<file path="src/hw/rtl/lz4bsp_pkg.sv">
// Package for the LZ4 block sequence parser.
// Holds the parse phase and result kind codes, the result struct and the format constants.
// No dependencies.
package lz4bsp_pkg;

  localparam int unsigned LENGTH_BITS = 24;
  localparam int unsigned MATCH_LEN_W = 24;
  localparam int unsigned OFFSET_W    = 16;
  localparam int unsigned MATCH_MIN   = 4;

  localparam logic [3:0] NIBBLE_ESC = 4'hf;
  localparam logic [7:0] BYTE_ESC   = 8'hff;

  typedef enum logic [2:0] {
    PH_TOKEN     = 3'd0,
    PH_LIT_EXT   = 3'd1,
    PH_LITERALS  = 3'd2,
    PH_OFF_LO    = 3'd3,
    PH_OFF_HI    = 3'd4,
    PH_MATCH_EXT = 3'd5
  } phase_e;

  typedef enum logic [1:0] {
    KIND_LITERAL = 2'd0,
    KIND_MATCH   = 2'd1,
    KIND_END     = 2'd2,
    KIND_TRUNC   = 2'd3
  } kind_e;

  typedef struct packed {
    kind_e                  kind;
    logic [7:0]             literal_value;
    logic [OFFSET_W-1:0]    match_offset;
    logic [MATCH_LEN_W-1:0] match_length;
    logic                   last_of_block;
  } res_t;

endpackage

</file>
<file path="src/hw/rtl/lz4bsp_if.sv">
// Stream interfaces of the LZ4 block sequence parser: compressed bytes in, parse results out.
// Depends on lz4bsp_pkg.
interface lz4bsp_byte_if;
  logic       valid;
  logic       ready;
  logic [7:0] data_byte;
  logic       block_last;

  modport source (output valid, output data_byte, output block_last, input ready);
  modport sink   (input valid, input data_byte, input block_last, output ready);
endinterface

interface lz4bsp_result_if;
  logic                                valid;
  logic                                ready;
  logic [1:0]                          kind;
  logic [7:0]                          literal_value;
  logic [lz4bsp_pkg::OFFSET_W-1:0]    match_offset;
  logic [lz4bsp_pkg::MATCH_LEN_W-1:0] match_length;
  logic                                last_of_block;

  modport source (output valid, output kind, output literal_value, output match_offset,
                  output match_length, output last_of_block, input ready);
  modport sink   (input valid, input kind, input literal_value, input match_offset,
                  input match_length, input last_of_block, output ready);
endinterface

</file>
<file path="src/hw/rtl/lz4_block_sequence_parser.sv">
// Top level of the LZ4 block sequence parser: handshakes, result register, assertions.
// Depends on lz4bsp_pkg, lz4bsp_if.sv and lz4bsp_seq_fsm.
//
//   port       dir  transfer carries
//   byte_i     in   data_byte, block_last
//   result_o   out  kind, literal_value, match_offset, match_length, last_of_block
//
// One byte per cycle while byte_i.ready is high; a result appears in the result register the cycle after its byte.
// Throughput is set by the single state update of the sequence FSM per byte.
// byte_i.ready is high while the result register is empty or being drained this cycle.
// Reset (rst_ni low, async) returns to the token phase with an empty result register.
module lz4_block_sequence_parser #(
  parameter int unsigned LengthBits = lz4bsp_pkg::LENGTH_BITS
) (
  input  logic                   clk_i,
  input  logic                   rst_ni,
  lz4bsp_byte_if.sink            byte_i,
  lz4bsp_result_if.source        result_o
);

  logic             accept;
  logic             emit;
  lz4bsp_pkg::res_t fsm_res;
  logic             out_valid_q, out_valid_d;
  lz4bsp_pkg::res_t res_q;

  assign byte_i.ready = !out_valid_q || result_o.ready;
  assign accept       = byte_i.valid && byte_i.ready;

  lz4bsp_seq_fsm #(
    .LengthBits (LengthBits)
  ) u_seq_fsm (
    .clk_i        (clk_i),
    .rst_ni       (rst_ni),
    .accept_i     (accept),
    .data_byte_i  (byte_i.data_byte),
    .block_last_i (byte_i.block_last),
    .emit_o       (emit),
    .result_o     (fsm_res)
  );

  always_comb begin
    out_valid_d = out_valid_q;
    if (out_valid_q && result_o.ready) begin
      out_valid_d = 1'b0;
    end
    if (accept && emit) begin
      out_valid_d = 1'b1;
    end
  end

  always_ff @(posedge clk_i or negedge rst_ni) begin
    if (!rst_ni) begin
      out_valid_q <= 1'b0;
    end else begin
      out_valid_q <= out_valid_d;
    end
  end

  always_ff @(posedge clk_i) begin
    if (accept && emit) begin
      res_q <= fsm_res;
    end
  end

  assign result_o.valid         = out_valid_q;
  assign result_o.kind          = res_q.kind;
  assign result_o.literal_value = res_q.literal_value;
  assign result_o.match_offset  = res_q.match_offset;
  assign result_o.match_length  = res_q.match_length;
  assign result_o.last_of_block = res_q.last_of_block;

  // every block's final byte produces exactly one result
  a_last_emits: assert property (@(posedge clk_i) disable iff (!rst_ni)
    accept && byte_i.block_last |-> emit)
    else $error("final byte of block produced no result");

  a_last_flag: assert property (@(posedge clk_i) disable iff (!rst_ni)
    accept && emit |-> fsm_res.last_of_block == byte_i.block_last)
    else $error("last_of_block does not follow block_last");

  a_emit_lands: assert property (@(posedge clk_i) disable iff (!rst_ni)
    accept && emit |=> out_valid_q)
    else $error("result of accepted byte not registered");

endmodule

</file>
<file path="src/hw/rtl/lz4bsp_seq_fsm.sv">
// Sequence state machine of the LZ4 block parser: phase, lengths and offset bytes.
// Produces at most one result per accepted byte. Depends on lz4bsp_pkg.
module lz4bsp_seq_fsm #(
  parameter int unsigned LengthBits = lz4bsp_pkg::LENGTH_BITS
) (
  input  logic             clk_i,
  input  logic             rst_ni,
  input  logic             accept_i,
  input  logic [7:0]       data_byte_i,
  input  logic             block_last_i,
  output logic             emit_o,
  output lz4bsp_pkg::res_t result_o
);

  localparam int unsigned WideBits = (LengthBits > lz4bsp_pkg::MATCH_LEN_W) ?
                                     LengthBits : lz4bsp_pkg::MATCH_LEN_W;
  localparam logic [LengthBits-1:0] LenMax = '1;

  lz4bsp_pkg::phase_e    phase_q, phase_d;
  logic [3:0]            match_nibble_q, match_nibble_d;
  logic [LengthBits-1:0] literals_left_q, literals_left_d;
  logic [LengthBits-1:0] length_accum_q, length_accum_d;
  logic [7:0]            offset_low_q, offset_low_d;
  logic [7:0]            offset_high_q, offset_high_d;

  logic [LengthBits:0]   accum_sum;
  logic [LengthBits-1:0] accum_sat;
  logic [LengthBits-1:0] lit_dec;
  logic [LengthBits-1:0] match_len;
  logic [WideBits-1:0]   match_len_ext;
  logic [3:0]            lit_nibble;
  logic                  done;

  // saturating add shared by both extension phases
  assign accum_sum = {1'b0, length_accum_q} + (LengthBits + 1)'(data_byte_i);
  assign accum_sat = accum_sum[LengthBits] ? LenMax : accum_sum[LengthBits-1:0];
  assign lit_dec   = literals_left_q - LengthBits'(1);
  assign lit_nibble = data_byte_i[7:4];

  always_ff @(posedge clk_i or negedge rst_ni) begin
    if (!rst_ni) begin
      phase_q         <= lz4bsp_pkg::PH_TOKEN;
      match_nibble_q  <= '0;
      literals_left_q <= '0;
      length_accum_q  <= '0;
      offset_low_q    <= '0;
      offset_high_q   <= '0;
    end else if (accept_i) begin
      phase_q         <= phase_d;
      match_nibble_q  <= match_nibble_d;
      literals_left_q <= literals_left_d;
      length_accum_q  <= length_accum_d;
      offset_low_q    <= offset_low_d;
      offset_high_q   <= offset_high_d;
    end
  end

  always_comb begin
    phase_d         = phase_q;
    match_nibble_d  = match_nibble_q;
    literals_left_d = literals_left_q;
    length_accum_d  = length_accum_q;
    offset_low_d    = offset_low_q;
    offset_high_d   = offset_high_q;
    emit_o          = 1'b0;
    done            = 1'b0;
    match_len       = '0;
    result_o        = '0;

    case (phase_q)
      lz4bsp_pkg::PH_LIT_EXT: begin
        length_accum_d = accum_sat;
        if (data_byte_i != lz4bsp_pkg::BYTE_ESC) begin
          literals_left_d = accum_sat;
          phase_d = (accum_sat != '0) ? lz4bsp_pkg::PH_LITERALS : lz4bsp_pkg::PH_OFF_LO;
          length_accum_d = '0;
        end
      end
      lz4bsp_pkg::PH_LITERALS: begin
        literals_left_d = lit_dec;
        if (lit_dec == '0) begin
          phase_d = lz4bsp_pkg::PH_OFF_LO;
          done    = 1'b1;
        end
        // a final byte that leaves literals owed is reported as truncation instead
        if (!block_last_i || done) begin
          emit_o                 = 1'b1;
          result_o.kind          = lz4bsp_pkg::KIND_LITERAL;
          result_o.literal_value = data_byte_i;
          result_o.last_of_block = block_last_i;
        end
      end
      lz4bsp_pkg::PH_OFF_LO: begin
        offset_low_d = data_byte_i;
        phase_d      = lz4bsp_pkg::PH_OFF_HI;
      end
      lz4bsp_pkg::PH_OFF_HI: begin
        offset_high_d = data_byte_i;
        if (match_nibble_q == lz4bsp_pkg::NIBBLE_ESC) begin
          length_accum_d = LengthBits'(lz4bsp_pkg::NIBBLE_ESC) +
                           LengthBits'(lz4bsp_pkg::MATCH_MIN);
          phase_d        = lz4bsp_pkg::PH_MATCH_EXT;
        end else begin
          match_len              = LengthBits'(match_nibble_q) +
                                   LengthBits'(lz4bsp_pkg::MATCH_MIN);
          emit_o                 = 1'b1;
          done                   = 1'b1;
          result_o.kind          = lz4bsp_pkg::KIND_MATCH;
          result_o.match_offset  = {data_byte_i, offset_low_q};
          result_o.last_of_block = block_last_i;
          phase_d                = lz4bsp_pkg::PH_TOKEN;
        end
      end
      lz4bsp_pkg::PH_MATCH_EXT: begin
        length_accum_d = accum_sat;
        if (data_byte_i != lz4bsp_pkg::BYTE_ESC) begin
          match_len              = accum_sat;
          emit_o                 = 1'b1;
          done                   = 1'b1;
          result_o.kind          = lz4bsp_pkg::KIND_MATCH;
          result_o.match_offset  = {offset_high_q, offset_low_q};
          result_o.last_of_block = block_last_i;
          length_accum_d         = '0;
          phase_d                = lz4bsp_pkg::PH_TOKEN;
        end
      end
      default: begin
        // token byte; unreachable phase codes land here too
        match_nibble_d = data_byte_i[3:0];
        if (lit_nibble == lz4bsp_pkg::NIBBLE_ESC) begin
          length_accum_d = LengthBits'(lz4bsp_pkg::NIBBLE_ESC);
          phase_d        = lz4bsp_pkg::PH_LIT_EXT;
        end else begin
          literals_left_d = LengthBits'(lit_nibble);
          phase_d = (lit_nibble != '0) ? lz4bsp_pkg::PH_LITERALS : lz4bsp_pkg::PH_OFF_LO;
          if (lit_nibble == '0 && block_last_i) begin
            emit_o                 = 1'b1;
            done                   = 1'b1;
            result_o.kind          = lz4bsp_pkg::KIND_END;
            result_o.last_of_block = 1'b1;
          end
        end
      end
    endcase

    match_len_ext = WideBits'(match_len);
    if (result_o.kind == lz4bsp_pkg::KIND_MATCH) begin
      result_o.match_length = match_len_ext[lz4bsp_pkg::MATCH_LEN_W-1:0];
    end

    if (block_last_i) begin
      if (!done) begin
        emit_o                 = 1'b1;
        result_o               = '0;
        result_o.kind          = lz4bsp_pkg::KIND_TRUNC;
        result_o.last_of_block = 1'b1;
      end
      phase_d         = lz4bsp_pkg::PH_TOKEN;
      match_nibble_d  = '0;
      literals_left_d = '0;
      length_accum_d  = '0;
      offset_low_d    = '0;
      offset_high_d   = '0;
    end
  end

endmodule

</file>
<file path="src/flat_wrapper.sv">
// flat-port wrapper written by rule: the top's interface ports become plain ports
module lz4_block_sequence_parser_flat 
#(
  parameter int unsigned LengthBits = lz4bsp_pkg::LENGTH_BITS
)
  (clk_i, rst_ni, byte_i_valid, byte_i_data_byte, byte_i_block_last, byte_i_ready, result_o_valid, result_o_kind, result_o_literal_value, result_o_match_offset, result_o_match_length, result_o_last_of_block, result_o_ready);
  lz4bsp_byte_if byte_i_i ();
  lz4bsp_result_if result_o_i ();
  input  logic clk_i;
  input  logic rst_ni;
  input wire logic [$bits(byte_i_i.valid)-1:0] byte_i_valid;
  input wire logic [$bits(byte_i_i.data_byte)-1:0] byte_i_data_byte;
  input wire logic [$bits(byte_i_i.block_last)-1:0] byte_i_block_last;
  output wire logic [$bits(byte_i_i.ready)-1:0] byte_i_ready;
  output wire logic [$bits(result_o_i.valid)-1:0] result_o_valid;
  output wire logic [$bits(result_o_i.kind)-1:0] result_o_kind;
  output wire logic [$bits(result_o_i.literal_value)-1:0] result_o_literal_value;
  output wire logic [$bits(result_o_i.match_offset)-1:0] result_o_match_offset;
  output wire logic [$bits(result_o_i.match_length)-1:0] result_o_match_length;
  output wire logic [$bits(result_o_i.last_of_block)-1:0] result_o_last_of_block;
  input wire logic [$bits(result_o_i.ready)-1:0] result_o_ready;
  assign byte_i_i.valid = byte_i_valid;
  assign byte_i_i.data_byte = byte_i_data_byte;
  assign byte_i_i.block_last = byte_i_block_last;
  assign byte_i_ready = byte_i_i.ready;
  assign result_o_valid = result_o_i.valid;
  assign result_o_kind = result_o_i.kind;
  assign result_o_literal_value = result_o_i.literal_value;
  assign result_o_match_offset = result_o_i.match_offset;
  assign result_o_match_length = result_o_i.match_length;
  assign result_o_last_of_block = result_o_i.last_of_block;
  assign result_o_i.ready = result_o_ready;
  lz4_block_sequence_parser #(.LengthBits(LengthBits)) u_core (.clk_i(clk_i), .rst_ni(rst_ni), .byte_i(byte_i_i), .result_o(result_o_i));
endmodule
</file>
<file path="config.mk">
export PLATFORM = sky130hd
export DESIGN_NAME = lz4_block_sequence_parser_flat
export DESIGN_NICKNAME = d
export VERILOG_FILES = /design/src/hw/rtl/lz4bsp_pkg.sv /design/src/hw/rtl/lz4bsp_if.sv /design/src/hw/rtl/lz4_block_sequence_parser.sv /design/src/hw/rtl/lz4bsp_seq_fsm.sv /design/src/flat_wrapper.sv
export SDC_FILE = /design/constraint.sdc
export NUM_CORES = 1
export LEC_CHECK = 0
export ABC_CLOCK_PERIOD_IN_PS = 3500
export BUFFER_PORTS_ARGS = -buffer_cell sky130_fd_sc_hd__buf_2
export CAP_MARGIN = 20
export CORE_MARGIN = 8
export CORE_UTILIZATION = 40
export DETAILED_ROUTE_END_ITERATION = 10
export MAX_ROUTING_LAYER = met4
export REMOVE_ABC_BUFFERS = 1
export SLEW_MARGIN = 20
export SYNTH_ARGS = -nofsm -noshare
export SYNTH_HDL_FRONTEND = slang
export SYNTH_HIERARCHICAL = 1
export SYNTH_SLANG_ARGS = --single-unit
</file>
<file path="constraint.sdc">
create_clock -name clk_i -period 3.5 [get_ports clk_i]
set_clock_uncertainty 0.05 [all_clocks]
set_input_delay 0.7 -clock clk_i [delete_from_list [all_inputs] [get_ports clk_i]]
set_output_delay 0.7 -clock clk_i [all_outputs]
set_load 0.1 [all_outputs]
</file>
After elaboration in Yosys (flattened, before gate mapping)
Index checks and enable logic that the tools add are counted.

Output and inout port bits: 53. Word-level logic and storage cells: 117. Bits of input ports: 13. Flip-flop bits (word level): 123.

Multiplexer cells: 58. Reduce and logical (&&, ||, !) cells: 27. $add $sub $neg: 3. Eq/ne operators: 17.

Operators with widths (number): $mux 24 (10); $pmux 24 s3 (2); $mux 51 (2); $mux 8 (6); $pmux 24 s2 (1); $mux 16 (2); $pmux 16 s2 (1); $add 24x8->25 (1); $logic_not 24->1 (1); $reduce_bool 24->1 (1); $sub 24x1->24 const B (1); $mux 1 (18); $mux 3 (5); $pmux 3 s5 (1); $ne 3x3->1 const B (4); $pmux 1 s4 (3); $reduce_and 4->1 (3); $eq 4x4->1 const B (2); $mux 4 (2); $ne 8x8->1 const B (1); $pmux 2 s4 (1); $reduce_bool 4->1 (2); $eq 3x2->1 const B (2); $eq 3x3->1 const B (2); 16 further kinds (31).

Logic depth before layout (Yosys ltp)
Gate-level depths: netlist of run 1.

Depth in word-level cells: 11. Gate-level depth with buffers: 12.

Hierarchy
Netlist of run 1, hierarchy kept.

By module, submodules not included: lz4bsp_seq_fsm (sequential area each 1776.7 um2, cells each 697, times used 1, area each 5484.0 um2); lz4_block_sequence_parser (sequential area each 1556.5 um2, cells each 57, times used 1, area each 1600.3 um2).

Worst setup path before layout of run 1
No wires, ideal clock.

Path kind: input to register. Start: in byte_i_data_byte[0]. End: reg u_core.u_seq_fsm.phase_q[0]. Required time: 3.371 ns. Setup slack: 0.326 ns. Arrival: 3.044 ns. Stages on the path: 10. Setup time: 0.079 ns. Path through: ha_1 > fa_1 > nand3_1 > a21oi_2 > o211ai_1 > and2_2 > nand4_1 > or4b_1 > nor4_1 > a2bb2oi_1.

Cells in the longest elaborated chain, start to end: 7. Elaborated cells between the ends (all ways): 11. Those cells by class: 1 x add/sub; 3 x eq/ne; 5 x mux; 2 x reduce/logical.

Ends and longest elaborated chain: start, declared (RTL line flat_wrapper.sv:12) `input wire logic [$bits(byte_i_i.data_byte)-1:0] byte_i_data_byte;`; $add 24x8->25 (RTL line lz4bsp_seq_fsm.sv:35) `assign accum_sum = {1'b0, length_accum_q} + (LengthBits + 1)'(data_byte_i);`; $mux 24 (RTL line lz4bsp_seq_fsm.sv:36) `assign accum_sat = accum_sum[LengthBits] ? LenMax : accum_sum[LengthBits-1:0];`; $reduce_bool 24->1 (RTL line lz4bsp_seq_fsm.sv:75) `phase_d = (accum_sat != '0) ? lz4bsp_pkg::PH_LITERALS : lz4bsp_pkg::PH_OFF_LO;`; $mux 1 (RTL line lz4bsp_seq_fsm.sv:75); $mux 3 (RTL line lz4bsp_seq_fsm.sv:73) `if (data_byte_i != lz4bsp_pkg::BYTE_ESC) begin`; $pmux 3 s5 (RTL line lz4bsp_seq_fsm.sv:70) `case (phase_q)`; $mux 3 (RTL line lz4bsp_seq_fsm.sv:151) `if (block_last_i) begin`; end signal, assigned (RTL line lz4bsp_seq_fsm.sv:42) `phase_q <= lz4bsp_pkg::PH_TOKEN;`; end signal, assigned (RTL line lz4bsp_seq_fsm.sv:49) `phase_q <= phase_d;`; end, declared (RTL line lz4bsp_seq_fsm.sv:19) `lz4bsp_pkg::phase_e phase_q, phase_d;`.

Several ways; a longest one is shown, not always the timed one. The select of a mux whose other input is x is not followed. A chain may end at the register's enable or synchronous reset.

==> results.md, run 1 <==
- The flow ran to the end, and the final reports show no timing, DRC or antenna violations.
- The number of hold violations in the final report is 0.
- VDD sags by at most 0.484 mV.
- The async set-reset flop share out of synthesis is between 50 and 60%.
- The number of clock sinks is between 100 and 150.
- The overall fraction of global-route tracks in use is 21.2%.
- Counting both buffers and inverters, the worst setup path holds a total of 1.
- The worst-case hold slack is roughly 0.3 ns.
- After synthesis, the cell types taking the most area are dfrtp_1, edfxtp_1, nand2_1.
- The data required time of the critical path is 3.59 ns.
- TritonCTS built the clock tree.
- The area of placed instances is between 8000 and 9000 um2.
- The number of design-rule violations left by the first detailed-router iteration is between 600 and 700.
- For this configuration, the core starts out at a cell density of 41.0%.
- For this run, the leading register cell type out of synthesis is dfrtp_1.
- The part of the cycle the worst path needs is 96.1%.
- The clock network latency to the later pin of the worst-skew pair is roughly 0.42 ns.
- The first global-routing pass estimated around 35000 um of wire.
- The core utilization of the finished layout is around half.
- STA classifies the critical path endpoint as a flip-flop.
- The site row count is 48.
- The placer's final routability congestion estimate is just over 0.9.
- The HPWL after detailed placement is around 17000 um.
- The floorplan step defined a die boundary enclosing 22200 um2.
- The netlist area before placement is between 7000 and 8000 um2.
- After synthesis, the most frequently instantiated cells are nand2_1, dfrtp_1, nor2_1.
- The clock-pin slew reported for the worst setup and hold paths after clock tree synthesis is about 0.06 ns.
- The total number of H-tree levels is 4.
- The residual overflow from global routing is 0.
- Timing would allow up to roughly 0.30 GHz.
- The power density of the placed cells is 881 nW/um2.
- From synthesis to final layout, the design area changed by 23.6%.
- The initial antenna violation count came to 0.
- The pin count of the biggest net entering global routing is 45.
- The measured slew at the worst slew-check pin is 0.894 ns.
- The non-filler instance count after layout is approximately 1100.
- STA classifies the critical path startpoint as a flip-flop.
- Counting along the longest clock path gives a buffer depth of 2.
- The final routed wirelength across all metal layers is 22500 um.
- The smallest clock period supported by the final layout is computed as 3.36 ns.
- Walking the worst path, the cells encountered are or4_1 > or2_2 > xnor2_1 > or4_1 > nor4_4 > buf_4 > o31a_2 > o221ai_1.
- The detailed-routing iteration count for the pre-antenna-repair pass is 6.
- The number of primary I/O pins is 66.
- Setup violations remaining at the end of the flow were counted as 0.
- In the final layout, the share of cells above drive strength 1 is a little under a quarter.
- The worst slew margin relative to its limit is a little over 40%.
- The average wire per cell in the routed design is approximately 20 um.
- From bottom edge to top edge, the die measures 149 um.
- The detailed-route vias per instance is ~5.8.
- The total of max-cap violations is 0.
- The area of the core is about 17000 um2.
- In this run the worst path has a maximum fanout of 9.
- Across all setup checks in the final design, the least slack found is 0.137 ns.
- The gate family responsible for the most delay along the worst path is simple AND/OR/NAND/NOR gates.
- The signal arrival time at the worst endpoint is around 3.5 ns.
- Setup repair after global routing left no endpoint under its margin.
- For the final routed database, the setup TNS stands at 0 ns.
- The largest area contributor in the synthesized netlist is dfrtp_1.
- Synthesis produced a netlist whose cell count is roughly 750.
- The library cell contributing the largest single delay on the critical path is or4_1.
- The number of global-route vias before repair is 6275.
- The number of buffer cells added on primary ports is 65.
- With fillers left out, the area of the finished cells amounts to approximately 9000 um2.
- The stage delay of the slowest cell on the critical path is between 0.6 and 0.7 ns.
- The total number of yosys warnings is 6.
- For this run, the post-layout net count is just under 900.
- The netlist uses 81 different library cells.
- The setup path with the least slack is of type reg2reg.
- The number of flops mapped to enable cells by yosys is just over 50.
- In this run the worst hold path is classified as in2async.
- The pre-CTS worst setup slack is -0.0547 ns.
- The count of nets left with antenna violations once routing finished came out at 0.
- In this run the static leakage power is about 3.7 nW.
- The total of flip-flops plus latches after synthesis is ~120.
- The post-layout total power is 7.71 mW.
- In the routed design, unresolved DRC markers number 0.
- The number of max-slew violations in the final report is 0.
- The number of buffers added by the clock tree synthesis step is 17.
- CTS placed an instance of clkbuf_16 at the clock tree root.
- The fraction of post-synthesis cell area in the top cell type by area is between 20% and 30%.
- The proportion of synthesized chip area in sequential cells is between 40% and 50%.
- Once placement completed, the tool counted placed cells totaling between 1000 and 1500.
- Summing over every cut layer, the via total after detailed routing is 6432.
- The floorplan step set the die width to about 150 um.
- The cell that appears most often on the critical path is or4_1.
- The leading cell type by number of instances after synthesis is nand2_1.
- A synthesized cell averages ~9.4 um2.
## registers in the layout (all words and copies together) (netlist names)
signal                            cells
u_core/result_o.match_length         24
u_core/u_seq_fsm/length_accum_q      24
u_core/u_seq_fsm/literals_left_q     24
u_core/result_o.match_offset         16
u_core/result_o.literal_value         8
u_core/u_seq_fsm/offset_high_q        8
u_core/u_seq_fsm/offset_low_q         8
u_core/u_seq_fsm/match_nibble_q       4
u_core/u_seq_fsm/phase_q              3
u_core/result_o.kind                  2
u_core/result_o.last_of_block         1
u_core/result_o.valid                 1
## report_power, final
group | switching, mW | total [mW] | internal [mW]
sequential | 0.233 | 2.01 | 1.77
combinational | 2.35 | 3.70 | 1.35
clock | 0.721 | 2.00 | 1.28
total | 3.31 | 7.71 | 4.40
## metal layers
layer  global-route usage [%]  wire length (um)
met4                     7.27               414
met2                     32.1             10400
met1                     27.8             10400
met5                        -                 0
met3                     4.13              1400
## worst reg2reg max path, stage by stage, from the launching register on
cell and delay, ns:
dfrtp_1 0.49, or4_1 0.67, or2_2 0.41, xnor2_1 0.15
or4_1 0.59, nor4_4 0.29, buf_4 0.16, o31a_2 0.13
o221ai_1 0.13
## cell usage in the layout, fill, tap and decap left out, types with 7 or more instances in the layout
| master | Yosys | routed |
|---|---|---|
| and3_1 | 14 | 14 |
| inv_1 | 16 | 16 |
| nor2b_1 | 13 | 13 |
| and2_1 | 11 | 11 |
| nor3_1 | 17 | 16 |
| edfxtp_1 | 51 | 51 |
| nor2_1 | 65 | 65 |
| nand2_1 | 108 | 108 |
| o21ai_0 | 54 | 54 |
| a21oi_1 | 28 | 28 |
| buf_4 | 1 | 75 |
| dfrtp_1 | 72 | 72 |
| nand3_1 | 25 | 25 |
| buf_2 | 9 | 65 |
| nor4_1 | 11 | 10 |
| a22oi_1 | 17 | 17 |
| xor2_1 | 8 | 8 |
| nand4_1 | 13 | 13 |
| clkbuf_16 | 0 | 17 |
| ha_1 | 13 | 13 |
| xnor2_1 | 20 | 20 |
| o22ai_1 | 13 | 13 |
| a22o_1 | 7 | 7 |
| o31ai_1 | 16 | 16 |
## cells by family after synthesis
group           count (synthesis)  synth area share, %
flops                         123                 47.1
xor+xnor                       28                 3.46
buf+inv                        63                 4.12
mux                             9                 1.36
fa+ha+maj                      14                 2.58
compound gates                190                 17.6
simple gates                  327                 23.8
## final timing paths
kind,end,depth (start not counted),slack [ns],startpoint
worst min-delay path,u_core/result_o.valid$_DFFE_PN0P_,1,0.30,rst_ni
worst min register to register,u_core/u_seq_fsm/offset_low_q[1]$_DFFE_PN0P_,2,0.43,u_core/u_seq_fsm/offset_low_q[1]$_DFFE_PN0P_
worst max-delay path,u_core/result_o.last_of_block$_DFFE_PP_,8,0.14,u_core/u_seq_fsm/literals_left_q[2]$_DFFE_PN0P_
max in group asynchronous,u_core/u_seq_fsm/length_accum_q[23]$_DFFE_PN0P_,2,2.37,rst_ni
min in group clk_i,u_core/u_seq_fsm/offset_low_q[1]$_DFFE_PN0P_,2,0.43,u_core/u_seq_fsm/offset_low_q[1]$_DFFE_PN0P_
worst max register to register,u_core/result_o.last_of_block$_DFFE_PP_,8,0.14,u_core/u_seq_fsm/literals_left_q[2]$_DFFE_PN0P_
## area by class of cell
type / count / area [um2]
multi-input combinational: 568 / 3490
fill: 1639 / 8540
tap: 225 / 282
antenna: 1 / 2.50
clock buffer: 17 / 425
clock inverter: 15 / 234
inverter: 16 / 60.1
timing repair buffer: 142 / 928
sequential: 123 / 3330
## timing repair
action                     4_1_cts  5_1_grt
hold buffers                     0        0
setup endpoints to repair        0        3
gates resized for setup          0        4
buffers inserted                 0        0
Power figures use the tool's default switching activity.
==> inputs of run 2 (changes only) <==
--- a/config.mk
+++ b/config.mk
@@ -5,7 +5,7 @@
 export SDC_FILE = /design/constraint.sdc
 export NUM_CORES = 1
 export LEC_CHECK = 0
-export ABC_CLOCK_PERIOD_IN_PS = 3500
+export ABC_CLOCK_PERIOD_IN_PS = 2900
 export BUFFER_PORTS_ARGS = -buffer_cell sky130_fd_sc_hd__buf_2
 export CAP_MARGIN = 20
 export CORE_MARGIN = 8
==> constraint.sdc (replaced) <==
create_clock -name clk_i -period 2.9 [get_ports clk_i]
set_clock_uncertainty 0.05 [all_clocks]
set_input_delay 0.58 -clock clk_i [delete_from_list [all_inputs] [get_ports clk_i]]
set_output_delay 0.58 -clock clk_i [all_outputs]
set_load 0.1 [all_outputs]
==> run 2 against run 1 <==
  * Routed wire length is 5.3% higher
  * Setup slack worse by 0.30 ns
  * Die area stayed put
  * Non-clock buffer count is 81 higher
  * Final cell count is 7.3% higher
  * Highest routed layer unchanged
  * The flow now finishes with violations (setup timing)
  * Clock power hardly changed
  * Via count is 4.3% higher
  * First-iteration DRC count is 20% lower
  * Count of clock-buffer cells in the layout is 4 higher
==> results.md, run 2 (synthesis gave the netlist of run 1 again) <==
- The data required time of the critical path came to 3.00 ns (was 3.59 ns).
- The number of primary I/O pins is 66 (unchanged).
- The highest achievable clock rate is 0.327 GHz (was 0.297 GHz).
- The total number of H-tree levels was 4 (unchanged).
- The final routed wirelength across all metal layers came to 23700 um (was 22500 um).
- The worst flop-to-flop path endpoint is u_core/result_o.kind[1]$_DFFE_PP_ (was u_core/result_o.last_of_block$_DFFE_PP_).
- The number of hold violations in the final report came to 0 (unchanged).
- The starting density of the core is 41.0% (unchanged).
- The part of the cycle the worst path needs came to 106% (was 96.1%).
- The detailed-routing iteration count for the pre-antenna-repair pass is 5 (was 6).
- The total of max-cap violations is 0 (unchanged).
- The checks that failed: setup timing.
- The kind of end point of the critical path is a flip-flop (unchanged).
- The number of buffer cells added on primary ports is 65 (unchanged).
- The number of nets in the finished design is 976 (was 895).
- The reg-to-reg setup timing slack came to -0.16 ns (was 0.14 ns).
- The detailed-route via count is 6708 (was 6432).
- The detailed-route vias per instance was 5.65 (was 5.81).
- The measured slew at the worst slew-check pin is 0.562 ns (was 0.894 ns).
- The die area was 22200 um2 (unchanged).
- The startpoint class of the critical path is a flip-flop (unchanged).
- The average wire per cell in the routed design came to 20.0 um (was 20.4 um).
- The most common cell after layout, fill and taps aside is buf_4 (was nand2_1).
- The floorplan die height was 149 um (unchanged).
- The area growth from synthesis to layout is 35.7% (was 23.6%).
- The number of nets with antenna violations after detailed routing is 0 (unchanged).
- The area of the core is 17300 um2 (unchanged).
- The leakage power total is 4.09 nW (was 3.65 nW).
- The master cell of the clock root buffer is clkbuf_16 (unchanged).
- The residual overflow from global routing was 0 (unchanged).
- The remaining design rule violation count is 0 (unchanged).
- The final critical delay including setup and external delays was 3.06 ns (was 3.36 ns).
- The placer's final routability congestion estimate is 0.911 (was 0.930).
- The worst reg-to-reg path cell count is 9 (was 8).
- The proportion of layout cells with a drive suffix above 1 is 34.3% (was 24.0%).
- The worst-path maximum fanout was 4 (was 9).
- Leading cell types in the layout, fill and taps excluded: buf_4, nand2_1, dfrtp_1 (was nand2_1, buf_4, dfrtp_1).
- The TritonCTS clock tree is done (unchanged).
- The site row count is 48 (unchanged).
- Status: finished with violations (was complete, no violations).
- The overall fraction of global-route tracks in use is 22.4% (was 21.2%).
- The worst-case setup margin in the final layout is -0.160 ns (was 0.137 ns).
- The total of hold buffers inserted after clock tree synthesis is 0 (unchanged).
- The number of global-route vias before repair came to 6753 (was 6275).
- The floorplan die width is 149 um (unchanged).
- The number of buffers added by the clock tree synthesis step is 17 (unchanged).
- The power density of the placed cells is 1060 nW/um2 (was 881 nW/um2).
- Setup repair after global routing missed its margin: true (was false).
- The maximum clock insertion buffer count is 2 (unchanged).
- The initial antenna violation count came to 0 (unchanged).
- The clock network latency to the later pin of the worst-skew pair is 0.42 ns (about the same).
- The class of the most critical setup path is reg2reg (unchanged).
- The setup total negative slack is -1.35 ns (was 0 ns).
- The signal arrival time at the worst endpoint is 3.16 ns (was 3.46 ns).
- The number of clock sinks is 123 (unchanged).
- The number of max-slew violations in the final report is 0 (unchanged).
- The total of endpoints with negative setup slack in the final report is 13 (was 0).
- The core utilization of the finished layout came to 55.6% (was 50.6%).
- The class of the tightest hold or removal check is in2async (unchanged).
- The startpoint of the worst register-to-register path is u_core/u_seq_fsm/literals_left_q[15]$_DFFE_PN0P_ (was u_core/u_seq_fsm/literals_left_q[2]$_DFFE_PN0P_).
- The number of filler instances in the final layout was 1571 (was 1639).
- The number of design-rule violations left by the first detailed-router iteration is 556 (was 693).
- The detailed placer's ending HPWL is 17500 um (was 16600 um).
- The clock-pin slew reported for the worst setup and hold paths after clock tree synthesis came to 0.06 ns (about the same).
- The pin count of the biggest net entering global routing came to 43 (was 45).
- The first-pass GRT wire length is 37600 um (was 35500 um).
- The peak supply drop is 0.845 mV (was 0.484 mV).
- The worst slew margin relative to its limit is 62.3% (was 40.4%).
- The pre-CTS worst setup slack is -0.584 ns (was -0.0547 ns).
[run 2: timing repair]
item	in CTS	in global routing
pin swaps	24	15
gates resized for setup	46	26
setup buffers	7	4
setup endpoints to repair	13	17
cloned	0	0
[run 2: metrics by stage]
step | instance area (um2) | hold slack (ns) | total power, mW | std cells
2_1_floorplan | 6850 | 0.234 | 5.28 | 707
4_1_cts | 9450 | 0.0785 | 9.89 | 1183
3_5_place_dp | 8600 | 0.415 | 7.34 | 1145
6_report | 9620 | 0.0729 | 10.2 | 1188
5_1_grt | 9610 | 0.0921 | 10.8 | 1187
3_3_place_gp | 8600 | 0.409 | 7.29 | 1145
[run 2: worst max-delay path, stage by stage (launching register included)]
cell	delay (ns)
dfrtp_1	0.38
or4_4	0.56
nor3_4	0.15
buf_6	0.13
nor4b_4	0.19
xnor2_1	0.18
or4b_4	0.51
nor4_4	0.32
o31a_2	0.21
o22ai_1	0.10
[run 2: area by class of cell]
| cell class | count | area (um2) | share of cell area (%) |
|---|---|---|---|
| sequential | 123 | 3330 | 34.7 |
| multi-input combinational | 568 | 3820 | 39.8 |
| inverter | 16 | 60.1 | 0.625 |
| timing repair buffer | 223 | 1550 | 16.1 |
| clock buffer | 21 | 440 | 4.58 |
| clock inverter | 11 | 124 | 1.29 |
| tap | 225 | 282 | 2.93 |
| antenna | 1 | 2.50 | 0.0260 |
[run 2: how the worst max path moves through the flow]
| stage | start | end | slack (ns) | cells past startpoint |
|---|---|---|---|---|
| after global routing | u_core/u_seq_fsm/literals_left_q[13]$_DFFE_PN0P_ | u_core/result_o.last_of_block$_DFFE_PP_ | -0.27 | 9 |
| final | u_core/u_seq_fsm/literals_left_q[15]$_DFFE_PN0P_ | u_core/result_o.kind[1]$_DFFE_PP_ | -0.16 | 9 |
| after global placement | u_core/u_seq_fsm/literals_left_q[1]$_DFFE_PN0P_ | u_core/result_o.last_of_block$_DFFE_PP_ | -0.57 | 11 |
| after CTS | u_core/u_seq_fsm/literals_left_q[1]$_DFFE_PN0P_ | u_core/result_o.last_of_block$_DFFE_PP_ | -0.17 | 10 |
| after detailed placement | u_core/u_seq_fsm/literals_left_q[1]$_DFFE_PN0P_ | u_core/result_o.last_of_block$_DFFE_PP_ | -0.58 | 11 |
| after floorplan | byte_i_data_byte[7] | u_core/u_seq_fsm/literals_left_q[15]$_DFFE_PN0P_ | -0.67 | 8 |
[run 2: power by group]
group | leakage (nW) | total, mW | switching (mW) | internal (mW)
Clock | 0.269 | 2.03 | 0.767 | 1.26
Combinational | 2.36 | 5.80 | 3.30 | 2.51
Sequential | 1.46 | 2.37 | 0.230 | 2.15
[run 2: layer usage]
metal  vias up  track usage [%]  share of wire (%)
met5         -                -                  0
met4         0             7.67                2.0
met3        33             4.52                5.9
met2       214             34.6                 47
met1      3310             28.9                 45
li1       3151                -                  -
